`src/hdl/bdts_pkg.sv`:
```
package bdts_pkg;

    // Token classes
    localparam logic [2:0] CLS_DEFAULT = 3'd0;
    localparam logic [2:0] CLS_COMMENT = 3'd1;
    localparam logic [2:0] CLS_STRING  = 3'd2;
    localparam logic [2:0] CLS_NUMBER  = 3'd3;
    localparam logic [2:0] CLS_IDENT   = 3'd4;

    // Characters with a meaning of their own
    localparam logic [7:0] CH_QUOTE   = 8'h22;
    localparam logic [7:0] CH_DOLLAR  = 8'h24;
    localparam logic [7:0] CH_POINT   = 8'h2E;
    localparam logic [7:0] CH_HASH    = 8'h23;
    localparam logic [7:0] CH_PERCENT = 8'h25;
    localparam logic [7:0] CH_SEMI    = 8'h3B;
    localparam logic [7:0] CH_UNDER   = 8'h5F;
    localparam logic [7:0] CH_SPACE   = 8'h20;
    localparam logic [7:0] CH_TAB     = 8'h09;

    // Result queue between scanner and output stage
    localparam int QDEPTH = 4;
    localparam int QAW    = $clog2(QDEPTH);

    typedef enum logic [3:0] {
        MODE_IDLE      = 4'd0,
        MODE_COMMENT   = 4'd1,
        MODE_STRING    = 4'd2,
        MODE_STR_QUOTE = 4'd3,
        MODE_DOLLAR    = 4'd4,
        MODE_HEX       = 4'd5,
        MODE_INT       = 4'd6,
        MODE_INT_POINT = 4'd7,
        MODE_POINT     = 4'd8,
        MODE_FRAC      = 4'd9,
        MODE_IDENT     = 4'd10
    } mode_t;

    typedef struct packed {
        logic [7:0] char_code;
        logic       line_end;
    } in_t;

    typedef struct packed {
        logic [9:0]  token_start;
        logic [10:0] token_length;
        logic [2:0]  token_class;
        logic        line_done;
    } out_t;

    // Up to three results of one character, with their count (1..3)
    typedef struct packed {
        out_t [2:0] res;
        logic [1:0] cnt;
    } bundle_t;

    typedef struct packed {
        logic empty;
        logic full;
    } q_status_t;

endpackage

```
`src/hdl/bdts_front.sv`:
```
module bdts_front #(
    parameter int MAX_LINE = 1024
) (
    input  logic                  aclk,
    input  logic                  aresetn,
    input  logic                  acc,
    input  bdts_pkg::in_t         in_item,
    output logic                  push,
    output bdts_pkg::bundle_t     bundle
);

    localparam int CW = $clog2(MAX_LINE);
    localparam int LW = CW + 1;
    localparam logic [CW-1:0] COL_MAX = CW'(MAX_LINE - 1);

    bdts_pkg::mode_t mode_reg, mode_next;
    logic [CW-1:0]   column_reg, column_next;
    logic [CW-1:0]   begin_reg, begin_next;
    logic [CW-1:0]   point_reg, point_next;

    function automatic logic is_digit(input logic [7:0] c);
        return (c >= 8'h30) && (c <= 8'h39);
    endfunction

    function automatic logic is_alpha(input logic [7:0] c);
        return ((c >= 8'h61) && (c <= 8'h7A)) || ((c >= 8'h41) && (c <= 8'h5A));
    endfunction

    function automatic logic is_hex(input logic [7:0] c);
        return is_digit(c) || ((c >= 8'h61) && (c <= 8'h66)) ||
               ((c >= 8'h41) && (c <= 8'h46));
    endfunction

    function automatic logic is_word(input logic [7:0] c);
        return is_alpha(c) || is_digit(c) || (c == bdts_pkg::CH_UNDER);
    endfunction

    function automatic bdts_pkg::out_t mk(input logic [CW-1:0] st, input logic [LW-1:0] len,
                                          input logic [2:0] cls);
        bdts_pkg::out_t r;
        r.token_start  = 10'(st);
        r.token_length = 11'(len);
        r.token_class  = cls;
        r.line_done    = 1'b0;
        return r;
    endfunction

    // Length of the open token ending just before column e
    function automatic logic [LW-1:0] len_before(input logic [CW-1:0] e,
                                                 input logic [CW-1:0] b);
        logic [LW-1:0] d;
        d = LW'(e) - LW'(b);
        return (e > b) ? d : LW'(1);
    endfunction

    // Length of the open token including column e
    function automatic logic [LW-1:0] len_incl(input logic [CW-1:0] e,
                                               input logic [CW-1:0] b);
        logic [LW-1:0] d;
        d = LW'(e) - LW'(b) + LW'(1);
        return (e >= b) ? d : LW'(1);
    endfunction

    always_ff @(posedge aclk) begin
        if (!aresetn) begin
            mode_reg   <= bdts_pkg::MODE_IDLE;
            column_reg <= '0;
            begin_reg  <= '0;
            point_reg  <= '0;
        end else if (acc) begin
            mode_reg   <= mode_next;
            column_reg <= column_next;
            begin_reg  <= begin_next;
            point_reg  <= point_next;
        end
    end

    logic [7:0]    c;
    logic [2:0]    n;
    logic          do_start;
    logic [1:0]    last_idx;
    logic [CW-1:0] after_col;

    always_comb begin
        c           = in_item.char_code;
        mode_next   = mode_reg;
        begin_next  = begin_reg;
        point_next  = point_reg;
        bundle      = '0;
        n           = 3'd0;
        do_start    = 1'b0;
        last_idx    = 2'd0;
        after_col   = (column_reg < COL_MAX) ? column_reg + CW'(1) : column_reg;

        // Advance the open token by one character
        case (mode_reg)
            bdts_pkg::MODE_COMMENT: begin
            end
            bdts_pkg::MODE_STRING: begin
                if (c == bdts_pkg::CH_QUOTE) mode_next = bdts_pkg::MODE_STR_QUOTE;
            end
            bdts_pkg::MODE_STR_QUOTE: begin
                if (c == bdts_pkg::CH_QUOTE) begin
                    mode_next = bdts_pkg::MODE_STRING;
                end else begin
                    bundle.res[n[1:0]] = mk(begin_reg, len_before(column_reg, begin_reg),
                                            bdts_pkg::CLS_STRING);
                    n = n + 3'd1;
                    do_start = 1'b1;
                end
            end
            bdts_pkg::MODE_DOLLAR: begin
                if (is_hex(c)) begin
                    mode_next = bdts_pkg::MODE_HEX;
                end else begin
                    bundle.res[n[1:0]] = mk(begin_reg, LW'(1), bdts_pkg::CLS_DEFAULT);
                    n = n + 3'd1;
                    do_start = 1'b1;
                end
            end
            bdts_pkg::MODE_HEX: begin
                if (!is_hex(c)) begin
                    bundle.res[n[1:0]] = mk(begin_reg, len_before(column_reg, begin_reg),
                                            bdts_pkg::CLS_NUMBER);
                    n = n + 3'd1;
                    do_start = 1'b1;
                end
            end
            bdts_pkg::MODE_INT: begin
                if (c == bdts_pkg::CH_POINT) begin
                    point_next = column_reg;
                    mode_next  = bdts_pkg::MODE_INT_POINT;
                end else if (!is_digit(c)) begin
                    bundle.res[n[1:0]] = mk(begin_reg, len_before(column_reg, begin_reg),
                                            bdts_pkg::CLS_NUMBER);
                    n = n + 3'd1;
                    do_start = 1'b1;
                end
            end
            bdts_pkg::MODE_INT_POINT: begin
                if (is_digit(c)) begin
                    mode_next = bdts_pkg::MODE_FRAC;
                end else begin
                    bundle.res[n[1:0]] = mk(begin_reg, len_before(point_reg, begin_reg),
                                            bdts_pkg::CLS_NUMBER);
                    n = n + 3'd1;
                    bundle.res[n[1:0]] = mk(point_reg, LW'(1), bdts_pkg::CLS_DEFAULT);
                    n = n + 3'd1;
                    do_start = 1'b1;
                end
            end
            bdts_pkg::MODE_POINT: begin
                if (is_digit(c)) begin
                    mode_next = bdts_pkg::MODE_FRAC;
                end else begin
                    bundle.res[n[1:0]] = mk(begin_reg, LW'(1), bdts_pkg::CLS_DEFAULT);
                    n = n + 3'd1;
                    do_start = 1'b1;
                end
            end
            bdts_pkg::MODE_FRAC: begin
                if (!is_digit(c)) begin
                    bundle.res[n[1:0]] = mk(begin_reg, len_before(column_reg, begin_reg),
                                            bdts_pkg::CLS_NUMBER);
                    n = n + 3'd1;
                    do_start = 1'b1;
                end
            end
            bdts_pkg::MODE_IDENT: begin
                if (is_word(c)) begin
                end else if ((c == bdts_pkg::CH_DOLLAR) || (c == bdts_pkg::CH_HASH) ||
                             (c == bdts_pkg::CH_PERCENT)) begin
                    bundle.res[n[1:0]] = mk(begin_reg, len_incl(column_reg, begin_reg),
                                            bdts_pkg::CLS_IDENT);
                    n = n + 3'd1;
                    mode_next = bdts_pkg::MODE_IDLE;
                end else begin
                    bundle.res[n[1:0]] = mk(begin_reg, len_before(column_reg, begin_reg),
                                            bdts_pkg::CLS_IDENT);
                    n = n + 3'd1;
                    do_start = 1'b1;
                end
            end
            default: do_start = 1'b1;
        endcase

        // Open a new token at this character
        if (do_start) begin
            begin_next = column_reg;
            if ((c == bdts_pkg::CH_SPACE) || (c == bdts_pkg::CH_TAB)) begin
                mode_next = bdts_pkg::MODE_IDLE;
            end else if (c == bdts_pkg::CH_SEMI) begin
                mode_next = bdts_pkg::MODE_COMMENT;
            end else if (c == bdts_pkg::CH_QUOTE) begin
                mode_next = bdts_pkg::MODE_STRING;
            end else if (c == bdts_pkg::CH_DOLLAR) begin
                mode_next = bdts_pkg::MODE_DOLLAR;
            end else if (is_digit(c)) begin
                mode_next = bdts_pkg::MODE_INT;
            end else if (c == bdts_pkg::CH_POINT) begin
                mode_next = bdts_pkg::MODE_POINT;
            end else if (is_alpha(c) || (c == bdts_pkg::CH_UNDER)) begin
                mode_next = bdts_pkg::MODE_IDENT;
            end else begin
                bundle.res[n[1:0]] = mk(column_reg, LW'(1), bdts_pkg::CLS_DEFAULT);
                n = n + 3'd1;
                mode_next = bdts_pkg::MODE_IDLE;
            end
        end

        if (in_item.line_end) begin
            // Close whatever is still open at line end
            case (mode_next)
                bdts_pkg::MODE_COMMENT: begin
                    bundle.res[n[1:0]] = mk(begin_next, len_incl(column_reg, begin_next),
                                            bdts_pkg::CLS_COMMENT);
                    n = n + 3'd1;
                end
                bdts_pkg::MODE_STRING, bdts_pkg::MODE_STR_QUOTE: begin
                    bundle.res[n[1:0]] = mk(begin_next, len_incl(column_reg, begin_next),
                                            bdts_pkg::CLS_STRING);
                    n = n + 3'd1;
                end
                bdts_pkg::MODE_DOLLAR, bdts_pkg::MODE_POINT: begin
                    bundle.res[n[1:0]] = mk(begin_next, LW'(1), bdts_pkg::CLS_DEFAULT);
                    n = n + 3'd1;
                end
                bdts_pkg::MODE_HEX, bdts_pkg::MODE_INT, bdts_pkg::MODE_FRAC: begin
                    bundle.res[n[1:0]] = mk(begin_next, len_incl(column_reg, begin_next),
                                            bdts_pkg::CLS_NUMBER);
                    n = n + 3'd1;
                end
                bdts_pkg::MODE_INT_POINT: begin
                    bundle.res[n[1:0]] = mk(begin_next, len_before(point_next, begin_next),
                                            bdts_pkg::CLS_NUMBER);
                    n = n + 3'd1;
                    bundle.res[n[1:0]] = mk(point_next, LW'(1), bdts_pkg::CLS_DEFAULT);
                    n = n + 3'd1;
                end
                bdts_pkg::MODE_IDENT: begin
                    bundle.res[n[1:0]] = mk(begin_next, len_incl(column_reg, begin_next),
                                            bdts_pkg::CLS_IDENT);
                    n = n + 3'd1;
                end
                default: begin
                end
            endcase
            // Empty line end gets a marker result
            if (n == 3'd0) begin
                bundle.res[0] = mk(after_col, LW'(0), bdts_pkg::CLS_DEFAULT);
                n = 3'd1;
            end
            last_idx = n[1:0] - 2'd1;
            bundle.res[last_idx].line_done = 1'b1;
            mode_next   = bdts_pkg::MODE_IDLE;
            column_next = '0;
        end else begin
            column_next = after_col;
        end

        bundle.cnt = n[1:0];
        push       = acc && (n != 3'd0);
    end

endmodule

```
`src/hdl/bdts_queue.sv`:
```
module bdts_queue (
    input  logic                   aclk,
    input  logic                   aresetn,
    input  logic                   push,
    input  bdts_pkg::bundle_t      wr_bundle,
    input  logic                   pop,
    output bdts_pkg::bundle_t      rd_bundle,
    output bdts_pkg::q_status_t    status
);

    localparam int CNTW = $clog2(bdts_pkg::QDEPTH + 1);

    bdts_pkg::bundle_t          mem [bdts_pkg::QDEPTH];
    logic [bdts_pkg::QAW-1:0]   wr_ptr_reg, wr_ptr_next;
    logic [bdts_pkg::QAW-1:0]   rd_ptr_reg, rd_ptr_next;
    logic [CNTW-1:0]            count_reg, count_next;

    always_ff @(posedge aclk) begin
        if (push) begin
            mem[wr_ptr_reg] <= wr_bundle;
        end
    end

    always_ff @(posedge aclk) begin
        if (!aresetn) begin
            wr_ptr_reg <= '0;
            rd_ptr_reg <= '0;
            count_reg  <= '0;
        end else begin
            wr_ptr_reg <= wr_ptr_next;
            rd_ptr_reg <= rd_ptr_next;
            count_reg  <= count_next;
        end
    end

    always_comb begin
        wr_ptr_next = push ? wr_ptr_reg + bdts_pkg::QAW'(1) : wr_ptr_reg;
        rd_ptr_next = pop ? rd_ptr_reg + bdts_pkg::QAW'(1) : rd_ptr_reg;
        count_next  = count_reg + CNTW'(push) - CNTW'(pop);
        rd_bundle    = mem[rd_ptr_reg];
        status.empty = (count_reg == '0);
        status.full  = (count_reg == CNTW'(bdts_pkg::QDEPTH));
    end

endmodule

```
`src/hdl/bdts_back.sv`:
```
module bdts_back (
    input  logic                   aclk,
    input  logic                   aresetn,
    input  bdts_pkg::bundle_t      head,
    input  bdts_pkg::q_status_t    status,
    output logic                   pop,
    output logic                   m_valid,
    input  logic                   m_ready,
    output bdts_pkg::out_t         m_payload
);

    logic [1:0]      sub_reg, sub_next;
    logic            valid_reg, valid_next;
    bdts_pkg::out_t  data_reg, data_next;
    logic            load;

    always_ff @(posedge aclk) begin
        if (!aresetn) begin
            sub_reg   <= '0;
            valid_reg <= 1'b0;
        end else begin
            sub_reg   <= sub_next;
            valid_reg <= valid_next;
        end
    end

    always_ff @(posedge aclk) begin
        data_reg <= data_next;
    end

    // Load a queued token when the output register is empty or drained
    always_comb begin
        load       = !status.empty && (!valid_reg || m_ready);
        sub_next   = sub_reg;
        data_next  = data_reg;
        valid_next = valid_reg && !m_ready;
        pop        = 1'b0;
        if (load) begin
            data_next  = head.res[sub_reg];
            valid_next = 1'b1;
            if (sub_reg == head.cnt - 2'd1) begin
                pop      = 1'b1;
                sub_next = '0;
            end else begin
                sub_next = sub_reg + 2'd1;
            end
        end
    end

    assign m_valid   = valid_reg;
    assign m_payload = data_reg;

endmodule

```
`src/hdl/basic_dialect_token_scanner_unit.sv`:
```
// Channel   Dir  Handshake          Payload
// s_        in   s_valid / s_ready  bdts_pkg::in_t  (char_code, line_end)
// m_        out  m_valid / m_ready  bdts_pkg::out_t (token_start, token_length,
//                                                    token_class, line_done)
// One character is accepted per cycle while the result queue has room.
// Each character yields zero to three tokens; they leave one per cycle while
// m_ready is high, through the queue and then a registered output stage.
// The four-entry queue between the scanner and the output stage sets how
// far a stalled m_ready is absorbed before s_ready drops.
// aresetn is synchronous, active low; it clears the scanner, the queue and the output stage.
module basic_dialect_token_scanner_unit #(
    parameter int MAX_LINE = 1024
) (
    input  logic             aclk,
    input  logic             aresetn,
    input  logic             s_valid,
    output logic             s_ready,
    input  bdts_pkg::in_t    s_payload,
    output logic             m_valid,
    input  logic             m_ready,
    output bdts_pkg::out_t   m_payload
);

    logic                 acc;
    logic                 push;
    logic                 pop;
    bdts_pkg::bundle_t    wr_bundle;
    bdts_pkg::bundle_t    head;
    bdts_pkg::q_status_t  q_status;

    // Take a request whenever the queue can hold its tokens
    assign s_ready = !q_status.full;
    assign acc     = s_valid && s_ready;

    // Front: classify characters and close tokens
    bdts_front #(
        .MAX_LINE(MAX_LINE)
    ) u_front (
        .aclk    (aclk),
        .aresetn (aresetn),
        .acc     (acc),
        .in_item (s_payload),
        .push    (push),
        .bundle  (wr_bundle)
    );

    // Hold token groups while the output side stalls
    bdts_queue u_queue (
        .aclk      (aclk),
        .aresetn   (aresetn),
        .push      (push),
        .wr_bundle (wr_bundle),
        .pop       (pop),
        .rd_bundle (head),
        .status    (q_status)
    );

    // Back: hand out one token per cycle while m_ready is high
    bdts_back u_back (
        .aclk      (aclk),
        .aresetn   (aresetn),
        .head      (head),
        .status    (q_status),
        .pop       (pop),
        .m_valid   (m_valid),
        .m_ready   (m_ready),
        .m_payload (m_payload)
    );

endmodule

```
`config.mk`:
```
export PLATFORM = sky130hd
export DESIGN_NAME = basic_dialect_token_scanner_unit
export DESIGN_NICKNAME = d
export VERILOG_FILES = /design/src/hdl/bdts_pkg.sv /design/src/hdl/bdts_front.sv /design/src/hdl/bdts_queue.sv /design/src/hdl/bdts_back.sv /design/src/hdl/basic_dialect_token_scanner_unit.sv
export SDC_FILE = /design/constraint.sdc
export NUM_CORES = 1
export LEC_CHECK = 0
export BUFFER_PORTS_ARGS = -buffer_cell sky130_fd_sc_hd__clkbuf_2
export CAP_MARGIN = 20
export CORE_ASPECT_RATIO = 2
export CORE_MARGIN = 2
export CORE_UTILIZATION = 55
export DETAILED_ROUTE_END_ITERATION = 16
export GPL_ROUTABILITY_DRIVEN = 1
export HOLD_SLACK_MARGIN = 0.02
export PLACE_DENSITY = 0.68
export SLEW_MARGIN = 0
export SYNTH_ARGS = -nofsm -noshare
export SYNTH_HDL_FRONTEND = slang
export SYNTH_HIERARCHICAL = 1
export SYNTH_SLANG_ARGS = --single-unit
```
`constraint.sdc`:
```
create_clock -name aclk -period 7.6 [get_ports aclk]
set_clock_uncertainty 0.05 [all_clocks]
set_input_delay 0.76 -clock aclk [delete_from_list [all_inputs] [get_ports aclk]]
set_output_delay 0.76 -clock aclk [all_outputs]
set_load 0.03 [all_outputs]
```
==> results.yml, run 1 <==
global_routing:
  grt_usage_pct: 32.0
  antenna_found_initial: 0
  first_global_vias: 15366
  grt_pass1_wl_um: 93900
  overflow: 0
  grt_max_degree: 61
cells_and_area:
  multi_input_area_sq_um: 9150
  largest_reg_flops: 308
  final_cell_mix: "333 x edfxtp_1, 150 x nand2_1, 115 x nor2_1"
  final_common_cell: "edfxtp_1"
  regMostFlops: "u_queue/mem"
  diodes: 0
  register_area_sq_um: 10900
  nFillCells: 3015
  nets: 1817
  area_growth_syn_to_layout_pct: 7.93
  drive_gt1_share_pct: 15.2
synth:
  synth_nets: 1799
  avgSynthCellArea_sq_um: 12.2
  ys_seq_elements: 379
  netlist_area_sq_um: 20800
  ys_warn_count: 6
  synthArstFlopShare_pct: 0
  synth-main-ff-cell: "edfxtp_1"
  synth_cell_types: 96
  synth-seq-area-share_pct: 52.6
  postSynthCellCount: 1707
  synth_edf_count: 333
timing:
  final_hold_viol_count: 0
  fmax_ghz: 0.154
  max_slew.worst_pin.slew_ns: 1.08
  slew_violations: 0
  slew_headroom_pct: 27.7
  min_period_over_period_pct: 85.3
  setup_tns_ns: 0
  period_needed_ns: 6.49
  fin_ws_ns: 1.11
  rsz0062_at_grt: "no"
  setup_violations: 0
  holdWs_ns: 0.495
worst_setup_path:
  critPathTopFamily: "compound AO/OA/AOI/OAI gates"
  crit_path_frequent_cell: "a221o_1"
  worst-endpoint-arrival_ns: 6.73
  cp-start-kind: "flop"
  critPathBufInv: 2
  cp_max_fo: 15
  worstPathRequired_ns: 7.85
  slowest_delay_ns: 0.73
  endpoint_kind: "flop"
  critPathSlowestCell: "dfxtp_1"
  worstPathCellList: "nor2_1 -> a221o_1 -> a31o_2 -> a21o_2 -> nor2_2 -> buf_4 -> mux2i_1 -> inv_1 -> fa_1 -> nor2b_1 -> and3_1 -> a221o_1 -> o41ai_1 -> xnor2_1 -> a21oi_1 -> o221ai_1 -> a32oi_1 -> o21ai_1"
  path_class: "reg2reg"
clock_tree:
  post_cts_buffers: 0
  cts_sinks: 379
  postCtsHoldBufs: 0
  insertion_delay_ns: 0.58
  cts.path.max_buffers: 3
  cts-root-buf: "clkbuf_16"
  cts_tree: "built"
  cts_buffers: 30
  ctsHtreeMaxLevel: 1
  cts_resized: 0
  clk_pin_slew_ns: 0.07
flow_run:
  cap_violations: 0
detailed_routing:
  firstDrtPassIters: 6
  totalWireLength_um: 63000
  drc: 0
  routed_via_density: 6.78
  vias: 14969
  drt-initial-drc-count: 1323
  drtAntennaViolNets: 0
  routedWlPerCell_um: 28.5
power:
  vdd_ir_drop_max_mv: 0.203
  powerDensity_nw_per_um2: 296
  leakagePower_nw: 7.75
place:
  dp.final_hpwl_um: 46300
  dp_slack_ns: 0.849
  portBuffers: 39
  gp_congestion: 0.968
floorplan:
  rows: 100
  dieArea_sq_um: 39400
  io_pins: 40
  die_width_um: 141
  die_h_um: 279
  core_area_sq_um: 37300
  start_util_pct: 55.7
run_status:
  outcome: "completed"
hold_path:
  hp-class: "reg2reg"
[per-layer routing]
layer	GRT usage, %	up-vias	wire (um)
li1	-	6656	-
met1	34.5	7332	21300
met2	56.2	698	32300
met3	4.05	283	3520
met4	25.0	0	5880
met5	0	-	0
[report_power, final]
group | total [mW] | internal, mW | switching [mW]
sequential | 2.74 | 2.61 | 0.131
combinational | 2.26 | 0.840 | 1.42
clock | 1.62 | 0.887 | 0.736
total | 6.62 | 4.34 | 2.29
[cell type report]
class                      count  area share [%]
sequential                   379            48.8
multi-input combinational   1175            40.8
clock inverter                22            1.04
inverter                      60            1.00
tap                          459            2.56
clock buffer                  34            3.51
timing repair buffer          79            2.27
[cells by family (layout without fill, tap and decap cells)]
kind of cell,after synthesis,count (layout),synth area share [%]
adder cells (fa/ha/maj),79,79,5.09
flip-flops,379,379,52.6
buffers and inverters,153,195,3.43
XOR/XNOR,44,44,1.93
AND/OR/NAND/NOR,511,511,12.2
multiplexers,114,114,10.1
AO/OA/AOI/OAI,427,427,14.6
[worst reg2reg max path: cells and delay by family, from the launching register on]
| kind | cells | cell delay (ns) |
|---|---|---|
| fa+ha+maj | 1 | 0.60 |
| xor+xnor | 1 | 0.18 |
| mux | 1 | 0.59 |
| flops | 1 | 0.73 |
| buf+inv | 2 | 0.51 |
| simple gates | 4 | 1.08 |
| compound gates | 9 | 2.48 |
[stage by stage]
stage	utilization (%)	cell area, sq um	std cells	power, mW
after floorplan	-	20800	1707	4.38
after global routing	60.1	22400	2208	6.89
after CTS	60.1	22400	2208	6.64
final	60.1	22400	2208	6.62
after detailed placement	57.4	21400	2152	5.04
after global placement	57.3	21400	2151	4.99
[final timing paths]
check	startpoint	end	slack (ns)	depth (start not counted)
setup / recovery	u_front/mode_reg[3]	u_queue/mem[3][15]	1.11	18
hold / removal	u_front/begin_reg[9]	u_front/begin_reg[9]	0.50	1
setup reg to reg	u_front/mode_reg[3]	u_queue/mem[3][15]	1.11	18
hold reg to reg	u_front/begin_reg[9]	u_front/begin_reg[9]	0.50	1
[cells in the mapped netlist (all sizes together) (6+ instances only)]
| master | count | area [sq um] |
|---|---|---|
| nor4 | 6 | 37.5 |
| xnor2 | 33 | 289 |
| a31oi | 19 | 119 |
| o32ai | 6 | 60.1 |
| nand2b | 14 | 87.6 |
| o211a | 25 | 250 |
| a31o | 6 | 52.6 |
| buf | 33 | 263 |
| a21boi | 9 | 67.6 |
| o31ai | 10 | 75.1 |
| o22ai | 10 | 68.8 |
| mux4 | 77 | 1730 |
| nand4 | 16 | 100 |
| o21bai | 7 | 52.6 |
| a22oi | 27 | 203 |
| dfxtp | 46 | 921 |
| and3 | 15 | 98.8 |
| o21a | 20 | 150 |
| edfxtp | 333 | 10000 |
| or3 | 17 | 106 |
| a221o | 14 | 140 |
| nor2b | 27 | 169 |
| nor2 | 119 | 454 |
| nor3 | 38 | 210 |
| mux2i | 35 | 350 |
| xor2 | 10 | 87.6 |
| nand3 | 45 | 230 |
| o21ai | 82 | 410 |
| inv | 58 | 218 |
| clkbuf | 60 | 225 |
| o211ai | 19 | 161 |
| and2 | 20 | 125 |
| a21oi | 85 | 437 |
| or2 | 14 | 87.6 |
| fa | 9 | 180 |
| ha | 70 | 876 |
| a21o | 16 | 121 |
| o221ai | 9 | 78.8 |
| a211oi | 13 | 120 |
| nand2 | 150 | 563 |
Note: power is estimated with default switching activity, not from simulation.
==> inputs of run 2 (changes only) <==
--- a/config.mk
+++ b/config.mk
@@ -8,7 +8,6 @@
 export BUFFER_PORTS_ARGS = -buffer_cell sky130_fd_sc_hd__clkbuf_2
 export CAP_MARGIN = 20
 export CORE_ASPECT_RATIO = 2
-export CORE_MARGIN = 2
 export CORE_UTILIZATION = 55
 export DETAILED_ROUTE_END_ITERATION = 16
 export GPL_ROUTABILITY_DRIVEN = 1
==> constraint.sdc (replaced) <==
create_clock -name aclk -period 7 [get_ports aclk]
set_clock_uncertainty 0.05 [all_clocks]
set_input_delay 0.7 -clock aclk [delete_from_list [all_inputs] [get_ports aclk]]
set_output_delay 0.7 -clock aclk [all_outputs]
set_load 0.03 [all_outputs]
==> results.yml, run 2 (same netlist as run 1, synthesis figures left out) <==
worst_setup_path:
  cp-start-kind: "flop"
  critPathBufInv: 3
  slowest_delay_ns: 0.70
  worstPathCellList: "nor2_1 -> a221o_1 -> a31o_2 -> a21o_2 -> nor2_2 -> a21oi_1 -> buf_4 -> inv_1 -> ha_1 -> inv_1 -> fa_1 -> a21o_1 -> a21oi_1 -> nor2b_1 -> o21a_1 -> o41ai_1 -> nor2b_1 -> a211oi_1 -> a2111oi_0 -> a2111oi_2"
  rr_startpoint: "u_front/mode_reg[3]"
  cp_max_fo: 15
  worst-endpoint-arrival_ns: 6.42
  ff2ff_setup_slack_ns: 0.82
  path_depth: 20
  worstPathRequired_ns: 7.24
  reg2reg_depth: 20
  path_class: "reg2reg"
  worstReg2RegEnd: "u_queue/mem[3][16]"
  crit_path_end: "u_queue/mem[3][16]"
  critPathSlowestCell: "dfxtp_1"
  endpoint_kind: "flop"
  crit_start: "u_front/mode_reg[3]"
  critPathTopFamily: "compound AO/OA/AOI/OAI gates"
clock_tree:
  cts_sinks: 379
  clk_pin_slew_ns: 0.07
  insertion_delay_ns: 0.57
  ctsHtreeMaxLevel: 1
  cts_resized: 0
  cts_buffers: 31
  cts_tree: "built"
  post_cts_buffers: 0
  cts.path.max_buffers: 3
  cts-root-buf: "clkbuf_16"
  postCtsHoldBufs: 0
timing:
  final_hold_viol_count: 0
  fmax_ghz: 0.162
  slew_headroom_pct: 25.6
  max_slew.worst_pin.slew_ns: 1.11
  slew_violations: 0
  min_period_over_period_pct: 88.3
  rsz0062_at_grt: "no"
  period_needed_ns: 6.18
  setup_violations: 0
  setup_tns_ns: 0
cells_and_area:
  regMostFlops: "u_queue/mem"
  multi_input_area_sq_um: 9150
  stdcell_count: 2219
  register_area_sq_um: 10900
  final_common_cell: "edfxtp_1"
  area_growth_syn_to_layout_pct: 8.32
  final_cell_mix: "333 x edfxtp_1, 150 x nand2_1, 115 x nor2_1"
  nets: 1829
  largest_reg_flops: 308
  drive_gt1_share_pct: 15.3
  diodes: 0
  nFillCells: 2952
global_routing:
  grt_pass1_wl_um: 91600
  first_global_vias: 15199
  antenna_found_initial: 0
  overflow: 0
  grt_max_degree: 78
  grt_usage_pct: 32.0
detailed_routing:
  routedWlPerCell_um: 27.5
  totalWireLength_um: 60900
  drc: 0
  drtAntennaViolNets: 0
  routed_via_density: 6.70
  drt-initial-drc-count: 1201
  vias: 14863
  firstDrtPassIters: 6
floorplan:
  die_h_um: 277
  dieArea_sq_um: 38600
  start_util_pct: 55.9
  core_area_sq_um: 37200
  rows: 100
  io_pins: 40
  die_width_um: 139
power:
  p_sw_mw: 2.41
  power.share.clock_pct: 24.1
  share_comb_of_total_power_pct: 33.8
  swShare_pct: 33.9
  powerDensity_nw_per_um2: 316
  p_total_mw: 7.10
  leakagePower_nw: 7.80
  p_int_mw: 4.70
  seq_power_share_pct: 42.2
  vdd_ir_drop_max_mv: 0.195
run_status:
  outcome: "completed"
place:
  dp.cells: 2163
  portBuffers: 39
  gp_congestion: 1.02
  dp.final_hpwl_um: 44900
hold_path:
  hp-class: "in2reg"
flow_run:
  cap_violations: 0
==> run 2: changes by cell type in the layout (fill, tap and decap cells not counted), sizes merged <==
cell      before  now
buf           40   51
clkinv        15   10
clkinvlp       4    0
clkbuf        73   84
bufinv         4    2
==> run 2: power by group through the flow <==
stage          sequential [mW]  combinational (mW)  clock (mW)
5_1_grt                   3.03                2.57        1.81
6_report                  3.00                2.40        1.71
4_1_cts                   3.00                2.41        1.73
3_3_place_gp              3.04                2.38           0
3_5_place_dp              3.05                2.40           0
2_1_floorplan             3.13                1.63           0
==> run 2: layout make-up <==
class | instances | share of cell area [%]
clock inverters | 11 | 0.484
flip-flops and latches | 379 | 48.6
well taps | 459 | 2.55
repair buffers | 90 | 2.79
clock buffers | 45 | 3.91
inverters | 60 | 1.00
multi-input cells | 1175 | 40.7
==> run 2: worst min-delay path: stages <==
cell	delay, ns
clkbuf_2	0.07
nor2b_1	0.09
o21a_1	0.18
==> run 2: worst min path at each step <==
stage	start	to	slack (ns)	cells after the start
global placement	u_queue/rd_ptr_reg[1]	flop	0.46	2
CTS	m_ready	u_back/m_valid	0.47	3
global route	m_ready	u_back/m_valid	0.50	3
detailed placement	u_queue/rd_ptr_reg[1]	flop	0.46	2
floorplan	u_front/begin_reg[4]	u_front/begin_reg[4]	0.44	1
finish	m_ready	u_back/m_valid	0.48	3
==> run 2: per-layer routing <==
layer	vias up	share of wire [%]	global-route usage (%)
met4	0	8.5	24.4
li1	6660	-	-
met2	614	52	56.9
met1	7345	35	35.1
met3	244	4.3	3.16
met5	-	0	0
==> run 2: metrics by stage <==
stage	util (%)	instance area (sq um)	setup WS, ns	hold WS, ns
floorplan	-	20800	1.36	0.445
global placement	57.9	21500	0.723	0.460
detailed placement	57.9	21500	0.652	0.465
CTS	60.5	22500	0.988	0.470
global route	60.5	22500	0.428	0.503
finish	60.5	22500	0.817	0.482
